File: src/rtl/core/lphi_pkg.sv
// Shared constants, codes and types for the linear-probe hash index.
// Used by lphi_slot_store, lphi_seq and linear_probe_hash_index_core.
package lphi_pkg;

    // Default sizes and fixed field widths
    localparam int SLOTS_DEF      = 1024;
    localparam int VALUE_BITS_DEF = 32;
    localparam int KEY_W          = 64;
    localparam int VALUE_W        = 32;
    localparam int OP_W           = 2;
    localparam int STATUS_W       = 3;
    localparam int IN_DATA_W      = 104;  // 98 bits of fields, padded to bytes
    localparam int OUT_DATA_W     = 40;   // 35 bits of fields, padded to bytes

    // Operation codes
    localparam logic [OP_W-1:0] OP_LOOKUP = 2'd0;
    localparam logic [OP_W-1:0] OP_INSERT = 2'd1;
    localparam logic [OP_W-1:0] OP_CLEAR  = 2'd2;

    // Result status codes
    localparam logic [STATUS_W-1:0] ST_HIT     = 3'd0;
    localparam logic [STATUS_W-1:0] ST_MISS    = 3'd1;
    localparam logic [STATUS_W-1:0] ST_NEW     = 3'd2;
    localparam logic [STATUS_W-1:0] ST_UPDATED = 3'd3;
    localparam logic [STATUS_W-1:0] ST_REFUSED = 3'd4;

    // Write enables toward the slot store
    typedef struct packed {
        logic key_we;
        logic val_we;
    } lphi_wr_en_t;

    // One finished result
    typedef struct packed {
        logic [STATUS_W-1:0] status;
        logic [VALUE_W-1:0]  found_value;
    } lphi_result_t;

endpackage

File: src/rtl/core/lphi_seq.sv
// Probe sequencer: walks slots one per cycle through a single key compare unit,
// runs the clearing sweep, and keeps the occupancy count. Depends on lphi_pkg.
module lphi_seq
    import lphi_pkg::*;
#(
    parameter int SLOTS   = SLOTS_DEF,
    parameter int STORE_W = VALUE_W
)
(
    input  logic                       clk,
    input  logic                       rst_n,
    // request side
    input  logic                       in_valid,
    output logic                       in_ready,
    input  logic [OP_W-1:0]            in_op,
    input  logic [KEY_W-1:0]           in_key,
    input  logic [VALUE_W-1:0]         in_value,
    // slot store
    output logic [$clog2(SLOTS)-1:0]   rd_addr,
    input  logic [KEY_W-1:0]           rd_key,
    input  logic [STORE_W-1:0]         rd_val,
    output lphi_wr_en_t                wr_en,
    output logic [$clog2(SLOTS)-1:0]   wr_addr,
    output logic [KEY_W-1:0]           wr_key,
    output logic [STORE_W-1:0]         wr_val,
    // result side
    output logic                       res_valid,
    input  logic                       res_ready,
    output lphi_result_t               res
);

    localparam int ADDR_W = $clog2(SLOTS);
    localparam int CNT_W  = $clog2(SLOTS);
    localparam logic [CNT_W-1:0]  HALF     = CNT_W'(SLOTS / 2);
    localparam logic [ADDR_W-1:0] ADDR_MAX = ADDR_W'(SLOTS - 1);

    typedef enum logic [1:0] {S_CLEAR, S_IDLE, S_PROBE, S_DONE} state_t;

    state_t              state_reg,  state_next;
    logic [ADDR_W-1:0]   addr_reg,   addr_next;
    logic [OP_W-1:0]     op_reg,     op_next;
    logic [KEY_W-1:0]    key_reg,    key_next;
    logic [STORE_W-1:0]  val_reg,    val_next;
    logic [CNT_W-1:0]    used_reg,   used_next;
    logic                clr_op_reg, clr_op_next;
    lphi_result_t        res_reg,    res_next;

    logic key_match;
    logic slot_empty;

    // Shared compare unit on the slot just read
    assign key_match  = (rd_key == key_reg);
    assign slot_empty = (rd_key == '0);

    assign in_ready  = (state_reg == S_IDLE);
    assign res_valid = (state_reg == S_DONE);
    assign res       = res_reg;

    // Next-state and memory control
    always_comb
    begin
        state_next  = state_reg;
        addr_next   = addr_reg;
        op_next     = op_reg;
        key_next    = key_reg;
        val_next    = val_reg;
        used_next   = used_reg;
        clr_op_next = clr_op_reg;
        res_next    = res_reg;
        rd_addr     = addr_reg + ADDR_W'(1);
        wr_en       = '0;
        wr_addr     = addr_reg;
        wr_key      = key_reg;
        wr_val      = val_reg;

        unique case (state_reg)
            S_CLEAR:
            begin
                // Empty one slot per cycle
                wr_en.key_we = 1'b1;
                wr_key       = '0;
                addr_next    = addr_reg + ADDR_W'(1);
                if (addr_reg == ADDR_MAX)
                begin
                    used_next = '0;
                    if (clr_op_reg)
                    begin
                        res_next   = '{status: ST_HIT, found_value: '0};
                        state_next = S_DONE;
                    end
                    else
                    begin
                        state_next = S_IDLE;
                    end
                end
            end

            S_IDLE:
            begin
                // Start reading the home slot as the request is taken
                rd_addr = in_key[ADDR_W-1:0];
                if (in_valid)
                begin
                    op_next     = in_op;
                    key_next    = in_key;
                    val_next    = in_value[STORE_W-1:0];
                    addr_next   = in_key[ADDR_W-1:0];
                    clr_op_next = 1'b0;
                    res_next    = '{status: ST_REFUSED, found_value: '0};
                    unique case (in_op)
                        OP_LOOKUP:
                        begin
                            if (in_key == '0)
                            begin
                                res_next.status = ST_MISS;
                                state_next      = S_DONE;
                            end
                            else
                            begin
                                state_next = S_PROBE;
                            end
                        end
                        OP_INSERT:
                        begin
                            state_next = (in_key == '0) ? S_DONE : S_PROBE;
                        end
                        OP_CLEAR:
                        begin
                            addr_next   = '0;
                            clr_op_next = 1'b1;
                            state_next  = S_CLEAR;
                        end
                        default:
                        begin
                            state_next = S_DONE;
                        end
                    endcase
                end
            end

            S_PROBE:
            begin
                // Half load guarantees an empty slot ends every miss
                if (key_match)
                begin
                    if (op_reg == OP_LOOKUP)
                    begin
                        res_next = '{status: ST_HIT, found_value: VALUE_W'(rd_val)};
                    end
                    else
                    begin
                        wr_en.val_we    = 1'b1;
                        res_next.status = ST_UPDATED;
                    end
                    state_next = S_DONE;
                end
                else if (slot_empty)
                begin
                    if (op_reg == OP_LOOKUP)
                    begin
                        res_next.status = ST_MISS;
                    end
                    else if (used_reg < HALF)
                    begin
                        wr_en.key_we    = 1'b1;
                        wr_en.val_we    = 1'b1;
                        used_next       = used_reg + CNT_W'(1);
                        res_next.status = ST_NEW;
                    end
                    else
                    begin
                        res_next.status = ST_REFUSED;
                    end
                    state_next = S_DONE;
                end
                else
                begin
                    // Advance to the next slot with wrap
                    addr_next = addr_reg + ADDR_W'(1);
                end
            end

            S_DONE:
            begin
                if (res_ready)
                begin
                    state_next = S_IDLE;
                end
            end

            default:
            begin
                state_next = S_IDLE;
            end
        endcase
    end

    // Hold state and registered outputs; reset starts the clearing sweep
    always_ff @(posedge clk or negedge rst_n)
    begin
        if (!rst_n)
        begin
            state_reg  <= S_CLEAR;
            addr_reg   <= '0;
            op_reg     <= OP_LOOKUP;
            key_reg    <= '0;
            val_reg    <= '0;
            used_reg   <= '0;
            clr_op_reg <= 1'b0;
            res_reg    <= '0;
        end
        else
        begin
            state_reg  <= state_next;
            addr_reg   <= addr_next;
            op_reg     <= op_next;
            key_reg    <= key_next;
            val_reg    <= val_next;
            used_reg   <= used_next;
            clr_op_reg <= clr_op_next;
            res_reg    <= res_next;
        end
    end

    // Occupancy never passes half the table
    a_used_bound: assert property (@(posedge clk) disable iff (!rst_n)
        used_reg <= HALF)
        else $error("occupancy above half load");

    // Outside the sweep, only nonzero keys are stored
    a_key_nonzero: assert property (@(posedge clk) disable iff (!rst_n)
        (wr_en.key_we && state_reg != S_CLEAR) |-> (wr_key != '0))
        else $error("zero key stored by insert");

    // A new key bumps the occupancy by one
    a_used_step: assert property (@(posedge clk) disable iff (!rst_n)
        (wr_en.key_we && state_reg == S_PROBE)
        |=> (used_reg == $past(used_reg) + CNT_W'(1)))
        else $error("occupancy not advanced on new key");

    // A taken request always occupies the sequencer
    a_busy_after_take: assert property (@(posedge clk) disable iff (!rst_n)
        (in_valid && in_ready) |=> (state_reg != S_IDLE))
        else $error("sequencer idle right after request");

endmodule

File: config.mk
export PLATFORM = sky130hd
export DESIGN_NAME = lphi_seq
export DESIGN_NICKNAME = d
export VERILOG_FILES = /design/src/rtl/core/lphi_pkg.sv /design/src/rtl/core/lphi_seq.sv
export SDC_FILE = /design/constraint.sdc
export NUM_CORES = 1
export LEC_CHECK = 0
export CORE_MARGIN = 2
export CORE_UTILIZATION = 45
export DETAILED_ROUTE_END_ITERATION = 16
export DONT_BUFFER_PORTS = 1
export PLACE_DENSITY = 0.69
export SETUP_SLACK_MARGIN = 0.3
export SYNTH_ARGS = -nofsm -noshare
export SYNTH_HDL_FRONTEND = slang
export SYNTH_SLANG_ARGS = --single-unit
export TNS_END_PERCENT = 10
File: constraint.sdc
create_clock -name clk -period 6.8 [get_ports clk]
set_input_delay 1.02 -clock clk [delete_from_list [all_inputs] [get_ports clk]]
set_output_delay 1.02 -clock clk [all_outputs]
set_load 0.01 [all_outputs]
Yosys cells after proc, flatten, opt, wreduce, memory -nomap -nowiden
Index checks and enable logic that the tools add are counted.
{"block": "word_totals", "regBits": 156, "latchBits": 0, "mem_bits_rw": 0, "mem_bits_ro": 0, "out_inout_bits": 155, "wordCells": 89, "n_memories": 0}
{"block": "classes", "add_sub_neg": 2, "n_mul": 0, "div_mod_pow": 0, "magnitude_cmp": 1, "eq_ne": 19, "n_shift": 0, "muxes": 44, "n_bitwise": 0, "reduce_logical": 14}
{"cell": "64-bit zero test", "n": 2}
{"cell": "35-bit 2-to-1 mux", "n": 3}
{"cell": "35-bit case mux with 3 select lines", "n": 1}
{"cell": "10-bit 2-to-1 mux", "n": 10}
{"cell": "64-bit == test", "n": 1}
{"cell": "32-bit 2-to-1 mux", "n": 2}
{"cell": "64-bit 2-to-1 mux", "n": 1}
{"cell": "10-bit case mux with 3 select lines", "n": 1}
{"cell": "10-bit by 1-bit adder with 10-bit output (second input constant)", "n": 2}
{"cell": "2-bit 2-to-1 mux", "n": 10}
{"cell": "2-bit != test (second input constant)", "n": 10}
{"cell": "10-bit case mux with 2 select lines", "n": 1}
{"cell": "3-bit 2-to-1 mux", "n": 6}
{"cell": "6-bit AND reduction", "n": 2}
{"cell": "10-bit == test (second input constant)", "n": 1}
{"cell": "10-bit < comparator (second input constant)", "n": 1}
{"cell": "2-bit case mux with 4 select lines", "n": 1}
{"cell": "4-bit AND reduction", "n": 2}
{"cell": "2-bit == test (second input constant)", "n": 3}
{"cell": "2-bit zero test", "n": 3}
{"cell": "1-bit 2-to-1 mux", "n": 6}
{"cell": "5-bit AND reduction", "n": 1}
{"cell": "2-bit by 1-bit == test with 1-bit output (second input constant)", "n": 2}
{"cell": "2-bit case mux with 2 select lines", "n": 1}
{"cell": "7 further kinds", "n": 7}

Depth between registers and ports, before layout
Gate-level depths: netlist of run 1.
{"block": "depth", "word_depth": 6, "depth_mapped": 10}

Worst setup path before layout of run 1
OpenSTA, ideal clock, no wires.
{"block": "synth_timing", "path_kind": "input-to-output", "from": "input port rd_key[7]", "to": "output port wr_en[0] in the netlist's numbering", "arrival_time_ps": 2427, "required_ps": 5780, "slack_ps": 3353, "stages": 7, "path_buffers": 1, "path_cell_list": "nor4_1 > nand4_1 > nor4_2 > and3_1 > buf_2 > nor2_1 > nor2_1"}
{"item": "from (decl)", "line_no": "lphi_seq.sv:20", "source": "input logic [KEY_W-1:0] rd_key,"}
{"item": "to (decl)", "line_no": "lphi_seq.sv:22", "source": "output lphi_wr_en_t wr_en,"}

==> results of run 1 <==
## cells in the mapped netlist, types with 2 or more instances
library cell and n:
sky130_fd_sc_hd__dfrtp_1 156, sky130_fd_sc_hd__mux2_2 101, sky130_fd_sc_hd__xnor2_1 67, sky130_fd_sc_hd__nor2b_1 65, sky130_fd_sc_hd__nand2_1 63, sky130_fd_sc_hd__nor4_1 35, sky130_fd_sc_hd__clkbuf_1 33, sky130_fd_sc_hd__nand4_1 31
sky130_fd_sc_hd__a22oi_2 30, sky130_fd_sc_hd__o21ai_0 28, sky130_fd_sc_hd__nor2_1 23, sky130_fd_sc_hd__o21ai_1 21, sky130_fd_sc_hd__nand3_1 14, sky130_fd_sc_hd__a21oi_1 11, sky130_fd_sc_hd__nor3_1 10, sky130_fd_sc_hd__o21ai_2 10
sky130_fd_sc_hd__inv_1 8, sky130_fd_sc_hd__and3_1 7, sky130_fd_sc_hd__ha_1 6, sky130_fd_sc_hd__a22oi_1 5, sky130_fd_sc_hd__nor4_4 5, sky130_fd_sc_hd__o211ai_1 5, sky130_fd_sc_hd__and2_1 4, sky130_fd_sc_hd__buf_2 4
sky130_fd_sc_hd__o31ai_1 4, sky130_fd_sc_hd__xor2_1 4, sky130_fd_sc_hd__a21o_1 3, sky130_fd_sc_hd__a31o_2 3, sky130_fd_sc_hd__a31oi_1 3, sky130_fd_sc_hd__buf_4 3, sky130_fd_sc_hd__buf_6 3, sky130_fd_sc_hd__nand3b_1 3
sky130_fd_sc_hd__nand2b_1 2, sky130_fd_sc_hd__nor4_2 2, sky130_fd_sc_hd__o221ai_1 2
## logic make-up (layout without fill, tap and decap cells)
group | Yosys count | in the layout | share of synthesized area
fa+ha+maj | 6 | 6 | 0.00872
buf+inv | 52 | 47 | 0.0272
mux | 102 | 102 | 0.133
flops | 156 | 156 | 0.453
compound gates | 133 | 133 | 0.122
simple gates | 272 | 272 | 0.183
xor+xnor | 71 | 71 | 0.0722
## worst paths after layout
| check | startpoint | slack (ns) | endpoint | depth (start not counted) |
|---|---|---|---|---|
| min in group clk | clr_op_reg$_DFFE_PN0P_ | 0.48 | clr_op_reg$_DFFE_PN0P_ | 2 |
| hold / removal | rst_n | 0.28 | key_reg[14]$_DFFE_PN0P_ | 0 |
| setup reg to reg | state_reg[0]$_DFFE_PN0P_ | 3.62 | res[0]$_DFFE_PN0P_ | 11 |
| max in group asynchronous | rst_n | 6.23 | wr_val[1]$_DFFE_PN0P_ | 0 |
| setup / recovery | rd_key[0] | 2.55 | wr_en[0] | 6 |
| hold reg to reg | clr_op_reg$_DFFE_PN0P_ | 0.48 | clr_op_reg$_DFFE_PN0P_ | 2 |
## layer usage
layer | track usage | share of wire | up-vias
li1 | - | - | 2825
met4 | 0.0782 | 0.024 | 2
met5 | 0 | 0.00051 | -
met3 | 0.100 | 0.10 | 49
met1 | 0.313 | 0.41 | 3150
met2 | 0.383 | 0.47 | 314
## power breakdown
part           total, mW  internal (mW)  leakage [nW]  switching (mW)
Clock              0.945          0.556         0.279           0.388
Combinational     0.0324         0.0177          1.38          0.0147
Sequential         0.928          0.928          2.12               0
## cells in the final DEF (no fill, tap or decap), types with 5 or more instances in the layout
master,count
sky130_fd_sc_hd__xnor2_1,67
sky130_fd_sc_hd__buf_4,7
sky130_fd_sc_hd__a22oi_2,30
sky130_fd_sc_hd__nor4_4,5
sky130_fd_sc_hd__nand2_1,62
sky130_fd_sc_hd__o21ai_2,11
sky130_fd_sc_hd__o211ai_1,5
sky130_fd_sc_hd__a21oi_1,11
sky130_fd_sc_hd__and3_1,7
sky130_fd_sc_hd__dfrtp_1,156
sky130_fd_sc_hd__nor2b_1,65
sky130_fd_sc_hd__mux2_2,101
sky130_fd_sc_hd__clkbuf_16,17
sky130_fd_sc_hd__nand4_1,31
sky130_fd_sc_hd__nor3_1,10
sky130_fd_sc_hd__nor2_1,23
sky130_fd_sc_hd__ha_1,5
sky130_fd_sc_hd__o21ai_0,28
sky130_fd_sc_hd__nor4_1,35
sky130_fd_sc_hd__inv_1,8
sky130_fd_sc_hd__nand3_1,14
sky130_fd_sc_hd__a22oi_1,5
sky130_fd_sc_hd__o21ai_1,20
## layout make-up
cell class                      instances  area, sq um
Tap cell                              234          293
Fill cell                            1701         9420
Clock buffer                           21          450
Multi-Input combinational cell        584         4490
Inverter                                8         30.0
Timing Repair Buffer                    7         52.6
Clock inverter                         11          133
Sequential cell                       156         3900
## per-stage QoR
stage                     utilization  instances
final                           0.498       1021
after global routing            0.498       1021
after CTS                       0.498       1021
after detailed placement        0.467        989
after global placement          0.467        989
after floorplan                     -        792
==> report_table.html, run 1 <==
<table>
<tr><th>Metric</th><th>Value</th></tr>
<tr><th colspan="2">Power and ir drop</th></tr>
<tr><td>Maximum vdd drop</td><td>0.000164 V</td></tr>
<tr><td>Power per unit of standard cell area</td><td>204 nW/um^2</td></tr>
<tr><td>Leakage Power</td><td>3.78 nW</td></tr>
<tr><td>Total power</td><td>1.90 mW</td></tr>
<tr><th colspan="2">STA</th></tr>
<tr><td>Normalized max-slew margin</td><td>0.213</td></tr>
<tr><td>Sum of negative setup slack</td><td>0 ns</td></tr>
<tr><td>Period Utilization, post-route</td><td>0.625</td></tr>
<tr><td>Worst setup margin</td><td>2.55 ns</td></tr>
<tr><td>Setup repair after global routing missed its margin</td><td>no</td></tr>
<tr><td>Final Hold Slack</td><td>0.284 ns</td></tr>
<tr><td>Worst slew pin tran</td><td>1.15 ns</td></tr>
<tr><td>Clock skew</td><td>0.0208 ns</td></tr>
<tr><td>Count of endpoints failing hold in the final timing report</td><td>0</td></tr>
<tr><td>Maximum clock frequency</td><td>235 MHz</td></tr>
<tr><td>Count of endpoints failing setup in the final report</td><td>0</td></tr>
<tr><td>Slew Limit Fails</td><td>0</td></tr>
<tr><td>Tmin final</td><td>4.25 ns</td></tr>
<tr><th colspan="2">Die</th></tr>
<tr><td>Full die area</td><td>20300 sq um</td></tr>
<tr><td>Number of placement rows</td><td>50</td></tr>
<tr><td>Boundary pin count</td><td>353</td></tr>
<tr><td>Initial core utilization</td><td>0.459</td></tr>
<tr><td>Width of the chip</td><td>142 um</td></tr>
<tr><td>Total core area</td><td>18800 sq um</td></tr>
<tr><td>Height of the die</td><td>142 um</td></tr>
<tr><th colspan="2">Critical path</th></tr>
<tr><td>Delay of the slowest cell on the worst path</td><td>0.57 ns</td></tr>
<tr><td>Path type of the worst setup path</td><td>input pin to output port</td></tr>
<tr><td>Endpoint class of the critical path</td><td>output port</td></tr>
<tr><td>Worst path required time</td><td>5.78 ns</td></tr>
<tr><td>Library cell contributing the largest single delay on the critical path</td><td>sky130_fd_sc_hd__nor4_2</td></tr>
<tr><td>Cell chain of the critical path</td><td>nor4_1 &gt; nand4_1 &gt; nor4_2 &gt; and3_1 &gt; nor2_1 &gt; nor2_1</td></tr>
<tr><td>Critical Path Fanout Max</td><td>11</td></tr>
<tr><td>Worst Setup Start Kind</td><td>input pin</td></tr>
<tr><td>CP arrival</td><td>3.23 ns</td></tr>
<tr><td>Number of buffer and inverter stages on the critical path</td><td>0</td></tr>
<tr><td>Crit path max-delay family</td><td>simple AND/OR/NAND/NOR gates</td></tr>
<tr><td>Crit path top cell by count</td><td>sky130_fd_sc_hd__nor2_1</td></tr>
<tr><th colspan="2">Yosys</th></tr>
<tr><td>Post-synthesis net count</td><td>996</td></tr>
<tr><td>Yosys cell types</td><td>53</td></tr>
<tr><td>Area share of the largest cell type after synthesis</td><td>0.453</td></tr>
<tr><td>Synth Area per Inst</td><td>10.9 sq um</td></tr>
<tr><td>Count of flip-flops with a built-in enable after synthesis</td><td>0</td></tr>
<tr><td>Cells after synthesis</td><td>792</td></tr>
<tr><td>Number of synthesized register bits</td><td>156</td></tr>
<tr><td>Dominant synthesized flop cell</td><td>sky130_fd_sc_hd__dfrtp_1</td></tr>
<tr><td>Library cell with the largest summed area after synthesis</td><td>sky130_fd_sc_hd__dfrtp_1</td></tr>
<tr><td>Async S/R FF share, synth</td><td>1.00</td></tr>
<tr><td>Cell area after synthesis</td><td>8610 sq um</td></tr>
<tr><td>Synth warnings</td><td>0</td></tr>
<tr><td>Dominant cells by area after synthesis</td><td>sky130_fd_sc_hd__dfrtp_1, sky130_fd_sc_hd__mux2_2, sky130_fd_sc_hd__xnor2_1</td></tr>
<tr><td>Post-synthesis sequential area ratio</td><td>0.453</td></tr>
<tr><th colspan="2">Layout</th></tr>
<tr><td>Design area</td><td>9350 sq um</td></tr>
<tr><td>Fraction of final layout cells with drive strength greater than 1</td><td>0.249</td></tr>
<tr><td>Layout overhead on the synthesized area</td><td>8.57%</td></tr>
<tr><td>Count of inserted antenna diode cells</td><td>0</td></tr>
<tr><td>Flip-flop count of the largest register after layout</td><td>64</td></tr>
<tr><td>Net count, final</td><td>978</td></tr>
<tr><th colspan="2">Flow run</th></tr>
<tr><td>Max-cap violation count</td><td>0</td></tr>
<tr><th colspan="2">Clock network</th></tr>
<tr><td>TritonCTS clock tree</td><td>done</td></tr>
<tr><td>Buffer depth of the longest clock path</td><td>2</td></tr>
<tr><td>Clock Sink Count</td><td>156</td></tr>
<tr><td>Number of cells upsized or downsized after cts</td><td>0</td></tr>
<tr><td>Clock-pin transition on the worst setup and hold timing paths</td><td>0.07 ns</td></tr>
<tr><td>Number of setup buffers added after CTS</td><td>0</td></tr>
<tr><td>Clock Latency Late Sink</td><td>0.42 ns</td></tr>
<tr><td>Number of buffers created by CTS</td><td>17</td></tr>
<tr><td>Total number of H-tree levels</td><td>4</td></tr>
<tr><td>Number of buffers added to fix hold violations after cts</td><td>0</td></tr>
<tr><td>Cell at the root of the clock tree</td><td>sky130_fd_sc_hd__clkbuf_16</td></tr>
<tr><th colspan="2">Drt</th></tr>
<tr><td>Total detailed-routing wirelength</td><td>25500 um</td></tr>
<tr><td>DRC marker count from the first detailed-route iteration</td><td>353</td></tr>
<tr><td>Via density</td><td>6.21</td></tr>
<tr><td>Number of antenna-violating nets in the routed design</td><td>0</td></tr>
<tr><td>Total number of vias</td><td>6340</td></tr>
<tr><td>Wire length per cell</td><td>25.0 um</td></tr>
<tr><td>Number of remaining DRC errors</td><td>0</td></tr>
<tr><td>Detailed-routing iteration count for the pre-antenna-repair pass</td><td>5</td></tr>
<tr><th colspan="2">Global route</th></tr>
<tr><td>Number of antenna violations at the first check in global routing</td><td>1</td></tr>
<tr><td>Wire length of the first global-routing pass</td><td>37300 um</td></tr>
<tr><td>Global routing usage summed across all routing layers</td><td>0.246</td></tr>
<tr><td>Maximum number of pins on one net before global-route repair</td><td>157</td></tr>
<tr><td>Vias in the first global route</td><td>6130</td></tr>
<tr><td>Residual overflow from global routing</td><td>0</td></tr>
<tr><th colspan="2">Status</th></tr>
<tr><td>Result of the run</td><td>completed</td></tr>
<tr><th colspan="2">Place</th></tr>
<tr><td>Final estimated routing congestion in global placement</td><td>0.987</td></tr>
<tr><td>Port Buffer Count</td><td>0</td></tr>
<tr><td>HPWL after detailed placement</td><td>19400 um</td></tr>
<tr><td>Area after detailed placement</td><td>8770 sq um</td></tr>
<tr><td>Worst setup slack after placement</td><td>2.64 ns</td></tr>
<tr><th colspan="2">Worst hold path</th></tr>
<tr><td>Class of the worst hold path</td><td>input pin to async pin</td></tr>
</table>
Power figures use the tool's default switching activity.
==> run 2: changes to the inputs <==
--- a/config.mk
+++ b/config.mk
@@ -9,7 +9,7 @@
 export CORE_UTILIZATION = 45
 export DETAILED_ROUTE_END_ITERATION = 16
 export DONT_BUFFER_PORTS = 1
-export PLACE_DENSITY = 0.69
+export PLACE_DENSITY = 0.71
 export SETUP_SLACK_MARGIN = 0.3
 export SYNTH_ARGS = -nofsm -noshare
 export SYNTH_HDL_FRONTEND = slang
==> constraint.sdc (replaced) <==
create_clock -name clk -period 3.8 [get_ports clk]
set_input_delay 0.57 -clock clk [delete_from_list [all_inputs] [get_ports clk]]
set_output_delay 0.57 -clock clk [all_outputs]
set_load 0.01 [all_outputs]
==> run 2 against run 1 <==
Compared with the run above:
- cell count rose by 0.39%
- critical endpoint unchanged
- combinational power rose by 80%
- total power rose by 86%
- register-to-register slack got worse by 2.6 ns
- critical path depth rose by 1
- clock-buffer cell count fell by 4
- the run now ends with negative hold slack left
- largest power group unchanged
- worst hold slack got worse by 0.45 ns
- die area did not move
- worst setup slack got worse by 1.9 ns
- via count rose by 0.17%
- routed wire length fell by 0.18%
==> report_table.html, run 2 (synthesized netlist as in run 1, its figures left out) <==
<table>
<tr><th>Metric</th><th>Value</th></tr>
<tr><th colspan="2">Status</th></tr>
<tr><td>Result of the run</td><td>finished, violations left</td></tr>
<tr><td>Violations in the final reports</td><td>negative hold slack</td></tr>
<tr><th colspan="2">Critical path</th></tr>
<tr><td>Worst Setup Start Kind</td><td>flip-flop</td></tr>
<tr><td>Critical Path Fanout Max</td><td>10</td></tr>
<tr><td>Path type of the worst setup path</td><td>flip-flop to output port</td></tr>
<tr><td>CP arrival</td><td>2.55 ns</td></tr>
<tr><td>Endpoint class of the critical path</td><td>output port</td></tr>
<tr><td>R2r endpoint</td><td>res[0]$_DFFE_PN0P_</td></tr>
<tr><td>Worst path required time</td><td>3.23 ns</td></tr>
<tr><td>Register-to-register path setup slack</td><td>1.07 ns</td></tr>
<tr><td>R2r worst-path depth</td><td>8</td></tr>
<tr><td>Launch point of the worst reg-to-reg path</td><td>key_reg[23]$_DFFE_PN0P_</td></tr>
<tr><th colspan="2">STA</th></tr>
<tr><td>Count of endpoints failing setup in the final report</td><td>0</td></tr>
<tr><td>Worst slew pin tran</td><td>0.805 ns</td></tr>
<tr><td>Normalized max-slew margin</td><td>0.463</td></tr>
<tr><td>Worst setup margin</td><td>0.679 ns</td></tr>
<tr><td>Sum of negative setup slack</td><td>0 ns</td></tr>
<tr><td>Clock skew</td><td>0.0155 ns</td></tr>
<tr><td>Count of endpoints failing hold in the final timing report</td><td>156</td></tr>
<tr><td>Setup repair after global routing missed its margin</td><td>no</td></tr>
<tr><td>Period Utilization, post-route</td><td>0.821</td></tr>
<tr><td>Slew Limit Fails</td><td>0</td></tr>
<tr><td>Tmin final</td><td>3.12 ns</td></tr>
<tr><td>Final Hold Slack</td><td>-0.165 ns</td></tr>
<tr><td>Maximum clock frequency</td><td>320 MHz</td></tr>
<tr><th colspan="2">Clock network</th></tr>
<tr><td>Number of cells upsized or downsized after cts</td><td>0</td></tr>
<tr><td>Number of buffers created by CTS</td><td>17</td></tr>
<tr><td>TritonCTS clock tree</td><td>done</td></tr>
<tr><td>Cell at the root of the clock tree</td><td>sky130_fd_sc_hd__clkbuf_16</td></tr>
<tr><td>Total number of H-tree levels</td><td>4</td></tr>
<tr><td>Number of setup buffers added after CTS</td><td>0</td></tr>
<tr><td>Buffer depth of the longest clock path</td><td>2</td></tr>
<tr><td>Clock Latency Late Sink</td><td>0.42 ns</td></tr>
<tr><td>Clock-pin transition on the worst setup and hold timing paths</td><td>0.07 ns</td></tr>
<tr><td>Clock Sink Count</td><td>156</td></tr>
<tr><th colspan="2">Global route</th></tr>
<tr><td>Wire length of the first global-routing pass</td><td>37600 um</td></tr>
<tr><td>Residual overflow from global routing</td><td>0</td></tr>
<tr><td>Global routing usage summed across all routing layers</td><td>0.246</td></tr>
<tr><td>Number of antenna violations at the first check in global routing</td><td>0</td></tr>
<tr><td>Vias in the first global route</td><td>6266</td></tr>
<tr><td>Maximum number of pins on one net before global-route repair</td><td>157</td></tr>
<tr><th colspan="2">Drt</th></tr>
<tr><td>Number of antenna-violating nets in the routed design</td><td>0</td></tr>
<tr><td>Total detailed-routing wirelength</td><td>25400 um</td></tr>
<tr><td>DRC marker count from the first detailed-route iteration</td><td>329</td></tr>
<tr><td>Number of remaining DRC errors</td><td>0</td></tr>
<tr><td>Via density</td><td>6.20</td></tr>
<tr><td>Detailed-routing iteration count for the pre-antenna-repair pass</td><td>5</td></tr>
<tr><td>Total number of vias</td><td>6351</td></tr>
<tr><td>Wire length per cell</td><td>24.8 um</td></tr>
<tr><th colspan="2">Die</th></tr>
<tr><td>Initial core utilization</td><td>0.459</td></tr>
<tr><td>Total core area</td><td>18800 sq um</td></tr>
<tr><td>Height of the die</td><td>142 um</td></tr>
<tr><td>Width of the chip</td><td>142 um</td></tr>
<tr><td>Boundary pin count</td><td>353</td></tr>
<tr><td>Full die area</td><td>20300 sq um</td></tr>
<tr><td>Number of placement rows</td><td>50</td></tr>
<tr><th colspan="2">Power and ir drop</th></tr>
<tr><td>Maximum vdd drop</td><td>0.000288 V</td></tr>
<tr><td>Total power</td><td>3.54 mW</td></tr>
<tr><td>Flop pwr share</td><td>0.469</td></tr>
<tr><td>Clk network pwr share</td><td>0.515</td></tr>
<tr><td>Power per unit of standard cell area</td><td>375 nW/um^2</td></tr>
<tr><td>P_sw</td><td>0.788 mW</td></tr>
<tr><td>Leakage Power</td><td>3.83 nW</td></tr>
<tr><td>Internal</td><td>2.75 mW</td></tr>
<tr><td>Switching portion of total power</td><td>0.223</td></tr>
<tr><td>Combinational share of power</td><td>0.016</td></tr>
<tr><th colspan="2">Place</th></tr>
<tr><td>Worst setup slack after placement</td><td>0.744 ns</td></tr>
<tr><td>Port Buffer Count</td><td>0</td></tr>
<tr><td>Area after detailed placement</td><td>8810 sq um</td></tr>
<tr><td>Final estimated routing congestion in global placement</td><td>0.967</td></tr>
<tr><td>HPWL after detailed placement</td><td>19300 um</td></tr>
<tr><th colspan="2">Flow run</th></tr>
<tr><td>Max-cap violation count</td><td>0</td></tr>
<tr><th colspan="2">Worst hold path</th></tr>
<tr><td>Class of the worst hold path</td><td>input pin to async pin</td></tr>
<tr><th colspan="2">Layout</th></tr>
<tr><td>Layout overhead on the synthesized area</td><td>9.55%</td></tr>
<tr><td>Design area</td><td>9430 sq um</td></tr>
<tr><td>Most common library cell in the layout ignoring fill and taps</td><td>sky130_fd_sc_hd__dfrtp_1</td></tr>
<tr><td>Net count, final</td><td>982</td></tr>
<tr><td>Count of inserted antenna diode cells</td><td>0</td></tr>
<tr><td>Fraction of final layout cells with drive strength greater than 1</td><td>0.257</td></tr>
<tr><td>Core occupancy in the finished layout</td><td>0.503</td></tr>
<tr><td>Leading cell types in the layout, fill and taps excluded</td><td>sky130_fd_sc_hd__dfrtp_1, sky130_fd_sc_hd__mux2_2, sky130_fd_sc_hd__xnor2_1</td></tr>
<tr><td>Flip-flop count of the largest register after layout</td><td>64</td></tr>
</table>
[run 2: changes by cell type in the layout (fill, tap and decap cells not counted), sizes merged]
cell    before  now
buf          7   11
clkbuf      21   17
bufinv       2    3
clkinv       3    1
inv         12   17
[run 2: how the worst max path moves through the flow]
| stage | start | cells after the start | slack (ns) | endpoint |
|---|---|---|---|---|
| 6_report | key_reg[23]$_DFFE_PN0P_ | 7 | 0.68 | wr_en[0] |
| 5_1_grt | key_reg[23]$_DFFE_PN0P_ | 7 | 0.52 | wr_en[0] |
| 4_1_cts | key_reg[23]$_DFFE_PN0P_ | 7 | 0.69 | wr_en[0] |
| 3_5_place_dp | rd_key[33] | 6 | 0.74 | wr_en[1] |
| 3_3_place_gp | rd_key[33] | 6 | 0.78 | wr_en[1] |
| 2_1_floorplan | rd_key[7] | 7 | 1.25 | wr_en[0] |
[run 2: area by class of cell]
| class | count | area, sq um |
|---|---|---|
| fill | 1686 | 9330 |
| multi-input combinational | 584 | 4490 |
| sequential | 156 | 3900 |
| clock buffer | 17 | 425 |
| tap | 234 | 293 |
| clock inverter | 15 | 199 |
| timing repair buffer | 11 | 95.1 |
| inverter | 8 | 30.0 |
[run 2: metrics by stage]
step	hold WS (ns)	std cells
detailed placement	0.279	993
finish	-0.165	1025
CTS	-0.187	1025
global route	-0.190	1025
global placement	0.278	993
floorplan	0.274	792
[run 2: routing by layer]
metal / track usage / wire length, um / vias to the layer above
li1: - / - / 2837
met1: 0.332 / 10800 / 3155
met2: 0.389 / 12000 / 328
met3: 0.0781 / 2330 / 31
met4: 0.0547 / 328 / 0
met5: 0 / 0 / -
[run 2: power by group through the flow]
stage | clock [mW] | sequential (mW) | combinational [mW]
CTS | 1.88 | 1.66 | 0.0568
global placement | 0 | 1.69 | 0.0568
floorplan | 0 | 1.69 | 0.0437
finish | 1.82 | 1.66 | 0.0582
detailed placement | 0 | 1.69 | 0.0563
global route | 1.95 | 1.66 | 0.0612
[run 2: critical path, stage by stage (launching register included)]
cell                      delay, ns
sky130_fd_sc_hd__dfrtp_1       0.42
sky130_fd_sc_hd__xnor2_1       0.34
sky130_fd_sc_hd__nand4_1       0.20
sky130_fd_sc_hd__nor4_4        0.40
sky130_fd_sc_hd__nand4_4       0.26
sky130_fd_sc_hd__nor2_1        0.19
sky130_fd_sc_hd__nor2_1        0.06
sky130_fd_sc_hd__nor2_1        0.25
